<file path="config.mk">
export PLATFORM = sky130hd
export DESIGN_NAME = cubic_bspline_point_eval
export DESIGN_NICKNAME = d
export VERILOG_FILES = /design/src/rtl/core/cbspl_pkg.sv /design/src/rtl/core/cbspl_ctrl.sv /design/src/rtl/core/cbspl_dpath.sv /design/src/rtl/core/cubic_bspline_point_eval.sv
export SDC_FILE = /design/constraint.sdc
export NUM_CORES = 2
export LEC_CHECK = 0
export BUFFER_PORTS_ARGS = -buffer_cell sky130_fd_sc_hd__buf_2
export CAP_MARGIN = 10
export CORE_ASPECT_RATIO = 1.1
export CORE_MARGIN = 3
export CORE_UTILIZATION = 40
export DETAILED_ROUTE_END_ITERATION = 8
export GPL_TIMING_DRIVEN = 0
export PLACE_DENSITY = 0.53
export SLEW_MARGIN = 20
export SYNTH_ARGS = -nofsm -noshare
export SYNTH_HDL_FRONTEND = slang
export SYNTH_HIERARCHICAL = 1
export SYNTH_SLANG_ARGS = --single-unit
</file>
<file path="constraint.sdc">
create_clock -name i_clk -period 31.7 [get_ports i_clk]
set_input_delay 4.755 -clock i_clk [delete_from_list [all_inputs] [get_ports i_clk]]
set_output_delay 4.755 -clock i_clk [all_outputs]
set_load 0.005 [all_outputs]
</file>
<file path="src/rtl/core/cbspl_pkg.sv">
`default_nettype none

package cbspl_pkg;

    // width of the sample index field
    localparam int SI_BITS = 7;

    // window shape
    localparam int N_TAPS = 4;
    localparam int N_AXES = 3;

    // weight pipeline depth after the sample index is latched
    localparam int WGT_CYCLES = 4;

    // multiply steps: four taps for each of three axes
    localparam int MAC_STEPS = 12;

    // divide steps: quotient estimate, then remainder
    localparam int DIV_CYCLES = 2;

    // opcodes
    localparam logic OP_PUSH = 1'b0;
    localparam logic OP_EVAL = 1'b1;

    typedef enum logic [2:0] {
        S_IDLE,
        S_WGT,
        S_MAC,
        S_DIV,
        S_DONE
    } t_state;

    typedef struct packed {
        logic       push;
        logic       eval_accept;
        logic       acc_clear;
        logic       mac_en;
        logic [1:0] mac_tap;
        logic [1:0] mac_axis;
        logic       acc_en;
        logic       div_init;
        logic       div_step;
        logic       load_out;
    } t_cmd;

    typedef struct packed {
        logic full;
    } t_status;

endpackage

`default_nettype wire

</file>
<file path="src/rtl/core/cbspl_ctrl.sv">
`default_nettype none

module cbspl_ctrl
    import cbspl_pkg::*;
(
    input  wire     i_clk,
    input  wire     i_rst_n,
    input  wire     i_valid,
    input  wire     i_opcode,
    output logic    o_stall,
    output logic    o_valid,
    input  wire     i_stall,
    input  t_status i_status,
    output t_cmd    o_cmd
);

    localparam int CTW = $clog2(MAC_STEPS + 1);

    t_state           r_state, n_state;
    logic [CTW-1:0]   r_cnt, n_cnt;
    logic             r_out_valid, n_out_valid;

    always_ff @(posedge i_clk) begin
        if (!i_rst_n) begin
            r_state     <= S_IDLE;
            r_cnt       <= '0;
            r_out_valid <= 1'b0;
        end else begin
            r_state     <= n_state;
            r_cnt       <= n_cnt;
            r_out_valid <= n_out_valid;
        end
    end

    always_comb begin
        n_state     = r_state;
        n_cnt       = r_cnt;
        n_out_valid = r_out_valid;
        o_cmd       = '0;
        if (r_out_valid && !i_stall) begin
            n_out_valid = 1'b0;
        end
        case (r_state)
            S_IDLE: begin
                if (i_valid) begin
                    if (i_opcode == OP_PUSH) begin
                        o_cmd.push = 1'b1;
                    end else begin
                        o_cmd.eval_accept = 1'b1;
                        n_cnt             = '0;
                        n_state           = i_status.full ? S_WGT : S_DONE;
                    end
                end
            end
            S_WGT: begin
                o_cmd.acc_clear = 1'b1;
                if (r_cnt == CTW'(WGT_CYCLES - 1)) begin
                    n_cnt   = '0;
                    n_state = S_MAC;
                end else begin
                    n_cnt = r_cnt + 1'b1;
                end
            end
            S_MAC: begin
                // product of step k is registered and added in the following cycle
                if (r_cnt < CTW'(MAC_STEPS)) begin
                    o_cmd.mac_en   = 1'b1;
                    o_cmd.mac_tap  = r_cnt[1:0];
                    o_cmd.mac_axis = r_cnt[3:2];
                end
                if (r_cnt != '0) begin
                    o_cmd.acc_en = 1'b1;
                end
                if (r_cnt == CTW'(MAC_STEPS)) begin
                    n_cnt   = '0;
                    n_state = S_DIV;
                end else begin
                    n_cnt = r_cnt + 1'b1;
                end
            end
            S_DIV: begin
                if (r_cnt == '0) begin
                    o_cmd.div_init = 1'b1;
                end else begin
                    o_cmd.div_step = 1'b1;
                end
                if (r_cnt == CTW'(DIV_CYCLES - 1)) begin
                    n_cnt   = '0;
                    n_state = S_DONE;
                end else begin
                    n_cnt = r_cnt + 1'b1;
                end
            end
            S_DONE: begin
                if (!r_out_valid || !i_stall) begin
                    o_cmd.load_out = 1'b1;
                    n_out_valid    = 1'b1;
                    n_state        = S_IDLE;
                end
            end
            default: begin
                n_state = S_IDLE;
            end
        endcase
    end

    assign o_stall = (r_state != S_IDLE);
    assign o_valid = r_out_valid;

endmodule

`default_nettype wire

</file>
<file path="src/rtl/core/cbspl_dpath.sv">
`default_nettype none

module cbspl_dpath
    import cbspl_pkg::*;
#(
    parameter int SAMPLES_PER_SEGMENT = 100,
    parameter int COORD_BITS          = 16
) (
    input  wire                         i_clk,
    input  wire                         i_rst_n,
    input  t_cmd                        i_cmd,
    output t_status                     o_status,
    input  wire signed [COORD_BITS-1:0] i_point_x,
    input  wire signed [COORD_BITS-1:0] i_point_y,
    input  wire signed [COORD_BITS-1:0] i_point_z,
    input  wire        [SI_BITS-1:0]    i_sample_index,
    output logic signed [COORD_BITS-1:0] o_curve_x,
    output logic signed [COORD_BITS-1:0] o_curve_y,
    output logic signed [COORD_BITS-1:0] o_curve_z,
    output logic                        o_not_ready
);

    localparam int CB = COORD_BITS;
    localparam longint unsigned DL   = SAMPLES_PER_SEGMENT - 1;
    localparam longint unsigned D3   = DL * DL * DL;
    localparam longint unsigned DEN  = 6 * D3;
    localparam longint unsigned HALF = DEN / 2;
    localparam longint unsigned D3X4 = 4 * D3;
    localparam int DB = $clog2(SAMPLES_PER_SEGMENT);
    localparam int WB = $clog2(DEN + 1);
    localparam int XB = WB + 2;
    localparam int AB = WB + CB;
    localparam int JW = (DB > SI_BITS) ? DB : SI_BITS;
    localparam int LB = WB - 1;
    localparam int HB = AB - LB;
    localparam int MB = CB + 2;
    localparam int PB = HB + MB;
    // reciprocal of the divisor scaled by 2^AB
    localparam logic [AB:0]   POW_AB = {1'b1, {AB{1'b0}}};
    localparam logic [MB-1:0] RECIP  = MB'(POW_AB / (AB+1)'(DEN));

    // control point window, tap 0 oldest
    logic [CB-1:0]   r_win [N_TAPS][N_AXES];
    logic [2:0]      r_held;
    logic            r_nr;

    // weight pipeline
    logic [DB-1:0]   r_jc, r_m;
    logic [2*DB-1:0] r_j2, r_m2;
    logic [3*DB-1:0] r_j3, r_m3, r_j2d;
    logic [WB-1:0]   r_w [N_TAPS];

    logic [JW-1:0]   j_ext;
    logic [DB-1:0]   n_jc;
    logic [2*DB-1:0] n_j2, n_m2;
    logic [3*DB-1:0] n_j3, n_m3, n_j2d;
    logic [XB-1:0]   n_w1x;

    // multiply-accumulate
    logic [CB-1:0]   u_sel;
    logic [AB-1:0]   n_prod, r_prod;
    logic [1:0]      r_prod_axis;
    logic [AB-1:0]   r_acc [N_AXES];

    // reciprocal dividers, one per axis
    logic [PB-1:0]   div_prod [N_AXES];
    logic [CB-1:0]   div_q    [N_AXES];
    logic [CB-1:0]   r_qe     [N_AXES];
    logic [WB+1:0]   r_rem    [N_AXES];

    logic [CB-1:0]   r_curve [N_AXES];
    logic [CB-1:0]   pt_in [N_AXES];

    assign pt_in[0] = i_point_x;
    assign pt_in[1] = i_point_y;
    assign pt_in[2] = i_point_z;

    always_ff @(posedge i_clk) begin
        if (!i_rst_n) begin
            r_held <= '0;
        end else if (i_cmd.push && !r_held[2]) begin
            r_held <= r_held + 1'b1;
        end
    end

    assign o_status.full = r_held[2];

    always_ff @(posedge i_clk) begin
        if (i_cmd.push) begin
            for (int k = 0; k < N_TAPS - 1; k++) begin
                for (int a = 0; a < N_AXES; a++) begin
                    r_win[k][a] <= r_win[k+1][a];
                end
            end
            for (int a = 0; a < N_AXES; a++) begin
                r_win[N_TAPS-1][a] <= pt_in[a];
            end
        end
    end

    // sample index clamped to the segment end
    assign j_ext = JW'(i_sample_index);
    assign n_jc  = (j_ext > JW'(DL)) ? DB'(DL) : DB'(j_ext);

    assign n_j2  = r_jc * r_jc;
    assign n_m2  = r_m * r_m;
    assign n_j3  = r_j2 * r_jc;
    assign n_m3  = r_m2 * r_m;
    assign n_j2d = r_j2 * DB'(DL);
    // 3 j^3 - 6 j^2 d + 4 d^3, never negative
    assign n_w1x = (XB'(r_j3) << 1) + XB'(r_j3) + XB'(D3X4)
                 - (XB'(r_j2d) << 2) - (XB'(r_j2d) << 1);

    always_ff @(posedge i_clk) begin
        if (i_cmd.eval_accept) begin
            r_jc <= n_jc;
            r_m  <= DB'(DL) - n_jc;
            r_nr <= !r_held[2];
        end
        r_j2   <= n_j2;
        r_m2   <= n_m2;
        r_j3   <= n_j3;
        r_m3   <= n_m3;
        r_j2d  <= n_j2d;
        r_w[0] <= WB'(r_m3);
        r_w[1] <= WB'(n_w1x);
        r_w[3] <= WB'(r_j3);
        // weights sum to 6 d^3
        r_w[2] <= WB'(DEN) - r_w[0] - r_w[1] - r_w[3];
    end

    // coordinates offset to unsigned so every product is unsigned
    always_comb begin
        u_sel = '0;
        for (int a = 0; a < N_AXES; a++) begin
            if (i_cmd.mac_axis == 2'(a)) begin
                u_sel = r_win[i_cmd.mac_tap][a] ^ {1'b1, {(CB-1){1'b0}}};
            end
        end
    end

    assign n_prod = AB'(r_w[i_cmd.mac_tap]) * AB'(u_sel);

    always_ff @(posedge i_clk) begin
        if (i_cmd.mac_en) begin
            r_prod      <= n_prod;
            r_prod_axis <= i_cmd.mac_axis;
        end
        for (int a = 0; a < N_AXES; a++) begin
            if (i_cmd.acc_clear) begin
                r_acc[a] <= AB'(HALF);
            end else if (i_cmd.acc_en && r_prod_axis == 2'(a)) begin
                r_acc[a] <= r_acc[a] + r_prod;
            end
        end
    end

    // top bits times the reciprocal land at most two below the quotient,
    // the remainder then picks the correction
    always_comb begin
        for (int a = 0; a < N_AXES; a++) begin
            div_prod[a] = PB'(r_acc[a][AB-1:LB]) * PB'(RECIP);
            if (r_rem[a] >= (WB+2)'(2 * DEN)) begin
                div_q[a] = r_qe[a] + CB'(2);
            end else if (r_rem[a] >= (WB+2)'(DEN)) begin
                div_q[a] = r_qe[a] + CB'(1);
            end else begin
                div_q[a] = r_qe[a];
            end
        end
    end

    always_ff @(posedge i_clk) begin
        for (int a = 0; a < N_AXES; a++) begin
            if (i_cmd.div_init) begin
                r_qe[a] <= div_prod[a][HB+CB-1:HB];
            end
            if (i_cmd.div_step) begin
                r_rem[a] <= (WB+2)'(r_acc[a] - AB'(r_qe[a]) * AB'(DEN));
            end
        end
    end

    // convex blend stays in range: removing the offset is a sign flip
    always_ff @(posedge i_clk) begin
        if (i_cmd.load_out) begin
            for (int a = 0; a < N_AXES; a++) begin
                r_curve[a] <= r_nr ? '0 : (div_q[a] ^ {1'b1, {(CB-1){1'b0}}});
            end
            o_not_ready <= r_nr;
        end
    end

    assign o_curve_x = r_curve[0];
    assign o_curve_y = r_curve[1];
    assign o_curve_z = r_curve[2];

endmodule

`default_nettype wire

</file>
<file path="src/rtl/core/cubic_bspline_point_eval.sv">
// push word: accepted without a stall, pushes may follow back to back
// evaluate word: stall stays high while it is worked on, result valid the cycle after;
//   the weight pipeline, the shared multiplier (12 products) and the reciprocal
//   divide run in turn; a held result keeps the stall high until it is taken
// evaluate with fewer than four points: goes straight to the output load, result flagged not ready
// synchronous active-low reset clears the point count, state and output valid
`default_nettype none

module cubic_bspline_point_eval
    import cbspl_pkg::*;
#(
    parameter int SAMPLES_PER_SEGMENT = 100,
    parameter int COORD_BITS          = 16
) (
    input  wire                          i_clk,
    input  wire                          i_rst_n,
    input  wire                          i_valid,
    output logic                         o_stall,
    input  wire                          i_opcode,
    input  wire signed [COORD_BITS-1:0]  i_point_x,
    input  wire signed [COORD_BITS-1:0]  i_point_y,
    input  wire signed [COORD_BITS-1:0]  i_point_z,
    input  wire        [SI_BITS-1:0]     i_sample_index,
    output logic                         o_valid,
    input  wire                          i_stall,
    output logic signed [COORD_BITS-1:0] o_curve_x,
    output logic signed [COORD_BITS-1:0] o_curve_y,
    output logic signed [COORD_BITS-1:0] o_curve_z,
    output logic                         o_not_ready
);

    t_cmd    cmd;
    t_status status;

    cbspl_ctrl u_ctrl (
        .i_clk    (i_clk),
        .i_rst_n  (i_rst_n),
        .i_valid  (i_valid),
        .i_opcode (i_opcode),
        .o_stall  (o_stall),
        .o_valid  (o_valid),
        .i_stall  (i_stall),
        .i_status (status),
        .o_cmd    (cmd)
    );

    cbspl_dpath #(
        .SAMPLES_PER_SEGMENT (SAMPLES_PER_SEGMENT),
        .COORD_BITS          (COORD_BITS)
    ) u_dpath (
        .i_clk          (i_clk),
        .i_rst_n        (i_rst_n),
        .i_cmd          (cmd),
        .o_status       (status),
        .i_point_x      (i_point_x),
        .i_point_y      (i_point_y),
        .i_point_z      (i_point_z),
        .i_sample_index (i_sample_index),
        .o_curve_x      (o_curve_x),
        .o_curve_y      (o_curve_y),
        .o_curve_z      (o_curve_z),
        .o_not_ready    (o_not_ready)
    );

    // a new result is loaded only from the busy state
    a_load_from_busy: assert property (@(posedge i_clk) disable iff (!i_rst_n)
        $rose(o_valid) |-> $past(o_stall))
        else $error("result appeared without a busy cycle");

    // pushes never make the block busy
    a_push_no_stall: assert property (@(posedge i_clk) disable iff (!i_rst_n)
        (i_valid && !o_stall && i_opcode == OP_PUSH) |=> !o_stall)
        else $error("push left the block busy");

    // a not-ready result carries a zero point
    a_not_ready_zero: assert property (@(posedge i_clk) disable iff (!i_rst_n)
        (o_valid && o_not_ready) |->
            (o_curve_x == '0 && o_curve_y == '0 && o_curve_z == '0))
        else $error("not-ready result with nonzero point");

endmodule

`default_nettype wire

</file>
# --- Yosys cells after proc, flatten, opt, wreduce, memory -nomap -nowiden ---
# Memory sizes are Yosys's and may differ from the RTL's.
# Cells that the tools add are included.
totals:
  output_inout_bits: 51
  ram_bits: 572
  input_bits: 60
  register_bits: 159
  word_cells: 172
  mem_count: 6
mem_list:
  columns: ["name", "depth", "width", "read_ports", "rd_ports_with_merged_regs", "wr", "line", "source"]
  rows:
  - ["u_dpath.r_win", 4, 48, 4, 0, 4, "cbspl_dpath.sv:43", "logic [CB-1:0] r_win [N_TAPS][N_AXES];"]
  - ["u_dpath.r_acc", 3, 39, 3, 0, 3, "cbspl_dpath.sv:63", "logic [AB-1:0] r_acc [N_AXES];"]
  - ["u_dpath.r_w", 4, 23, 4, 0, 4, "cbspl_dpath.sv:51", "logic [WB-1:0] r_w [N_TAPS];"]
  - ["u_dpath.r_rem", 3, 25, 3, 0, 3, "cbspl_dpath.sv:69", "logic [WB+1:0] r_rem [N_AXES];"]
  - ["u_dpath.r_curve", 3, 16, 3, 0, 3, "cbspl_dpath.sv:71", "logic [CB-1:0] r_curve [N_AXES];"]
  - ["u_dpath.r_qe", 3, 16, 3, 0, 3, "cbspl_dpath.sv:68", "logic [CB-1:0] r_qe [N_AXES];"]
classes:
  bitwise: 9
  mux: 65
  n_reduce_logical: 18
  order_cmp: 8
  multipliers: 12
  add_sub_neg: 22
  eq_ne: 17
op_table:
  columns: ["operator", "count"]
  rows:
  - ["$mux W16", 12]
  - ["$add A39 B39 Y39", 3]
  - ["$mux W39", 3]
  - ["$mul A17 B16 Y32 const B", 3]
  - ["$ge A25 B23 Y1 const B", 3]
  - ["$ge A25 B24 Y1 const B", 3]
  - ["$sub A25 B25 Y25", 3]
  - ["$mul A16 B22 Y24 const B", 3]
  - ["$sub A23 B23 Y23", 3]
  - ["$add A16 B1 Y16 const B", 3]
  - ["$add A16 B2 Y16 const B", 3]
  - ["$mul A14 B7 Y21", 2]
  - ["$mul A23 B16 Y39", 1]
  - ["$mux W1", 30]
  - ["$mul A7 B7 Y14", 2]
  - ["$add A22 B21 Y23", 1]
  - ["$add A23 B22 Y23 const B", 1]
  - ["$sub A23 B22 Y23", 1]
  - ["$sub A23 B23 Y23 const A", 1]
  - ["$mul A14 B7 Y21 const B", 1]
  - ["$mux W3", 7]
  - ["$mux W4", 5]
  - ["$pmux W4 S4", 1]
  - ["$pmux W3 S5", 1]
  - ["31 further kinds", 55]

# --- Longest topological paths before layout ---
# An unclocked memory read counts as a cell.
logic_depth:
  word_depth: 9
  ltp_mapped: 38
  depth_no_buf: 32

# --- By module ---
# Netlist, hierarchy kept.
by_module_without_submodules:
  columns: ["module", "area_each_um2", "seq_area_each_um2", "instances", "cells_per_inst"]
  rows:
  - ["cbspl_dpath", 82765.6, 19628.8, 1, 7991]
  - ["cbspl_ctrl", 651.9, 160.2, 1, 84]

# --- Worst setup path after synthesis ---
# Ideal clock, no wire load.
synth_path:
  path_type: "input-to-reg"
  start: "in i_opcode"
  end: "reg u_dpath.r_held[1]"
  path_slack_ns: 11.841
  n_path_buf: 0
  arrival_ns: 19.743
  path_stages: 4
  setup_time_ns: 0.116
  required_ns: 31.584
  path_cell_list: "nor3b_1 > nor2b_1 > mux2i_1 > nor2b_1"
synth_via:
  elab_chain_cells: 4
synth_rtl:
  columns: ["element", "line", "source"]
  rows:
  - ["start: declaration", "cubic_bspline_point_eval.sv:19", "input wire i_opcode,"]
  - ["$mux W1", "cbspl_ctrl.sv:46", "if (i_opcode == OP_PUSH) begin"]
  - ["$mux W2", "cbspl_ctrl.sv:45", "if (i_valid) begin"]
  - ["$mux W2", "cbspl_ctrl.sv:43", "case (r_state)"]
  - ["$logic_and A1 B1 Y1", "cbspl_dpath.sv:81", "end else if (i_cmd.push && !r_held[2]) begin"]
  - ["end signal: assignment", "cbspl_dpath.sv:82", "r_held <= r_held + 1'b1;"]
  - ["end: declaration", "cbspl_dpath.sv:44", "logic [2:0] r_held;"]
# Every way passes these cells.
# A chain may end at the register's enable or synchronous reset.

==> results <==
- The flow ran to the end, and the final reports show no timing, DRC or antenna violations.
- The max-capacitance violation count is 0.
- After synthesis the cells add up to 83,420 sq um.
- By area, the combinational part of the netlist is dominated by adder cells.
- 111 I/O pins were placed.
- TritonCTS built the clock tree.
- The synthesized netlist devotes 8.769% of its cell area to compound gates.
- The minimum clock period is 11.90 ns.
- At the later pin of the worst-skew pair, clock insertion delay measures 0.75 ns.
- The combined buffer and inverter count along the critical path is 10.
- The average cell area after synthesis is 10.33 sq um.
- The layout net count is 10,640.
- After clock tree synthesis, the repair step resized 0 gates.
- Entering global routing, the biggest net connects 40 pins.
- Setup repair after global routing left no endpoint under its margin.
- The maximum clock insertion buffer count is 3.
- The tree built by TritonCTS fans out to 721 sinks.
- STA classifies the critical path startpoint as a flop.
- The endpoint class of the critical path is a flop.
- The delay of the slowest cell on the worst path is 0.76 ns.
- In this run, the number of DRC markers left after iteration 0 of detailed routing was 2,728.
- At the pin with the least slew margin, the transition time is 1.274 ns.
- Summing all flip-flop and latch instances after layout gives 19,790 sq um.
- The count of buffers inserted at the top-level ports is 110.
- The post-route netlist has 5.168% of its cells at a drive strength greater than 1.
- The largest individual stage delay along the critical path comes from the cell buf_1.
- The fraction of synthesized area in multiplexers is 2.191%.
- The maximum level of the CTS H-tree is 3.
- Global routing consumed, over all layers together, 19.92% of the routing resources.
- On the final layout, the worst clock skew is 0.05236 ns.
- The count of pins over their slew limit is 0.
- The cell type group with the largest total delay on the critical path is buffers and inverters.
- The routed wirelength normalized by instance count is 18.83 um.
- The die covers 214,100 sq um.
- The die is 441.4 um wide.
- The floorplan core area is 207,100 sq um.
- The post-cts hold buffer count is 0.
- The count of standard-cell rows is 175.
- Along the worst path, the maximum fanout reaches 10.
- The worst pin sits at a relative slew slack of 14.50%.
- The initial antenna violation count is 1.
- The filler cell count is 19,970.
- At the end of routability-driven placement, the weighted congestion stood at 0.8977.
- The share of synthesized cell area in full adder, half adder and majority cells is 43.32%.
- The share of the synthesized area in the top cell type is 24.77%.
- The most used flip-flop cell after synthesis is edfxtp_1.
- The starting density of the core is 40.27%.
- The setup-violating endpoint count in the final report is 0.
- For this run, the register share of the synthesized area comes to 23.72%.
- Dividing the detail-routed via count by the number of cells gives 5.102.
- The number of nets still failing antenna checks after routing is 0.
- The cell count after synthesis came out at 8,075.
- The distinct cell type count after synthesis is 84.
- The first detailed-routing pass ran for 7 iterations.
- The most prevalent standard cell on the critical path is fa_1.
- The detailed placement HPWL is 171,300 um.
- The xor and xnor fraction of the mapped netlist area is 4.483%.
- Summing all multi-input logic gate instances after layout gives 57,350 sq um.
- The post-synthesis async set-or-reset flop share is 0%.
- The category of the critical setup timing path is reg -> reg.
- The final route contains 56,750 vias.
- The growth of design area from synthesis to finish is 9.096%.
- Counting flops with a built-in enable in the synthesized netlist gives 535.
- The vertical die dimension is 485.0 um.
- The count of final hold-check violations is 0.
- The number of warnings reported in the yosys synthesis log is 6.
- Clock-pin slew was measured on the worst setup and hold paths at 0.06 ns.
- The cell at the root of the clock tree is clkbuf_16.
- The post-detailed-routing wire length is 209,400 um.
- Synthesis inferred 721 register bits.
- By area the synthesized netlist is led by fa_1, edfxtp_1, ha_1.
- The sum of overflow across all layers after global routing is 0.
- The first global-routing pass estimated 334,600 um of wire.
- STA puts the critical path data arrival time at 12.36 ns.
- The total CTS buffers is 89.
- The basic-gate share of the synthesized area counting and, or, nand and nor cells is 9.829%.
- The biggest area consumer among synthesized cells is fa_1.
- The DRC violation count after routing is 0.
- The tightest min-delay check is of the reg -> reg type.
- The final setup TNS is 0 ns.
- In this run the post-CTS setup repair buffer count came out at 0.
- The number of global-route vias before repair came to 60,180.
- The achievable frequency is 84.00 MHz.
- The required time of the worst setup path is 32.15 ns.
- Dividing the final minimum period by the clock period gives 37.55%.
[cell type report]
type / instances / area share, %
timing repair buffer: 143 / 1.081
clock buffer: 114 / 2.674
buffer: 134 / 0.5967
tap: 2743 / 3.771
inverter: 1561 / 6.439
antenna: 1 / 0.002750
sequential: 721 / 21.75
clock inverter: 42 / 0.6737
multi-input combinational: 5664 / 63.02
[per-stage QoR]
stage	instances	utilization, %	hold WS, ns	cell area (sq um)	worst slack [ns]
after floorplan	8080	-	0.3096	83440	11.84
after global placement	10930	42.20	0.3135	87420	6.465
after detailed placement	10970	42.45	0.3128	87930	19.86
after CTS	11120	43.92	0.2845	90970	19.86
after global routing	11120	43.93	0.3001	91000	19.19
final	11120	43.93	0.2907	91000	19.80
[cell usage in the layout, fill, tap and decap left out, types with 51 or more instances in the layout]
cell       instances
a21o_1           135
inv_1           1561
dfxtp_1          186
clkbuf_16         91
nand2b_1          69
xor2_1           130
a21oi_1          325
o21ai_0          189
nor2_1           422
nand3_1           82
o21a_1            78
xnor2_1          297
clkbuf_1         125
nor2b_1           77
edfxtp_1         535
and2_1           185
ha_1            1237
buf_2            120
nor3_1           112
fa_1            1032
mux4_2            51
nand2_1          564
[synth_stat cells, types with 42 or more instances]
master,number
clkbuf_1,109
mux2i_1,42
o21a_1,78
nor2b_1,77
mux4_2,51
dfxtp_1,186
a21o_1,135
nand3_1,82
xor2_1,130
ha_1,1237
a211oi_1,48
a21oi_1,328
inv_1,1561
o21ai_0,189
edfxtp_1,535
nand2_1,564
nor2_1,424
and2_1,185
fa_1,1032
nand2b_1,69
nor3_1,114
xnor2_1,297
[routing by layer]
layer	global-route usage [%]	up-vias	wire [um]
li1	-	27250	-
met1	25.65	28250	90790
met2	34.69	933	103700
met3	2.227	313	7729
met4	6.645	0	7181
met5	0	-	0
[worst reg2reg max path, delay by kind of cell (launching register included)]
family                     cells  cell delay, ns
buffers and inverters         10            3.56
and+or+nand+nor                3            0.72
adders and majority gates      7            3.45
DFF                            1            0.31
AOI/OAI and AO/OA             12            3.47
xor gates and xnor gates       1            0.18
[registers in the layout (all words and copies together) (netlist names), 39 cells and up]
register	count
u_dpath/r_acc	117
u_dpath/r_curve	48
u_dpath/r_prod	39
u_dpath/r_qe	48
u_dpath/r_rem	74
u_dpath/r_w	87
u_dpath/r_win	192
[path summary, 6_finish.rpt]
check	start	to	slack, ns	cells after the start
setup / recovery	u_ctrl/r_state[1]$_SDFFE_PN0P_	u_dpath/r_prod[38]$_DFFE_PP_	19.80	33
hold reg to reg	u_dpath/r_m3[2]$_DFF_P_	u_dpath/r_w[0][2]$_DFF_P_	0.29	0
setup reg to reg	u_ctrl/r_state[1]$_SDFFE_PN0P_	u_dpath/r_prod[38]$_DFFE_PP_	19.80	33
hold / removal	u_dpath/r_m3[2]$_DFF_P_	u_dpath/r_w[0][2]$_DFF_P_	0.29	0
[cell families (layout without fill, tap and decap cells)]
| family | count (synthesis) | count (layout) |
|---|---|---|
| DFF | 721 | 721 |
| adders and majority gates | 2269 | 2269 |
| AOI/OAI and AO/OA | 1123 | 1123 |
| xor gates and xnor gates | 427 | 427 |
| buffers and inverters | 1695 | 1994 |
| and+or+nand+nor | 1722 | 1722 |
| muxes | 116 | 116 |
| other | 2 | 8 |
Power is not shown: default switching activity piles up to over one toggle a cycle in this logic, so the estimate is an artifact.
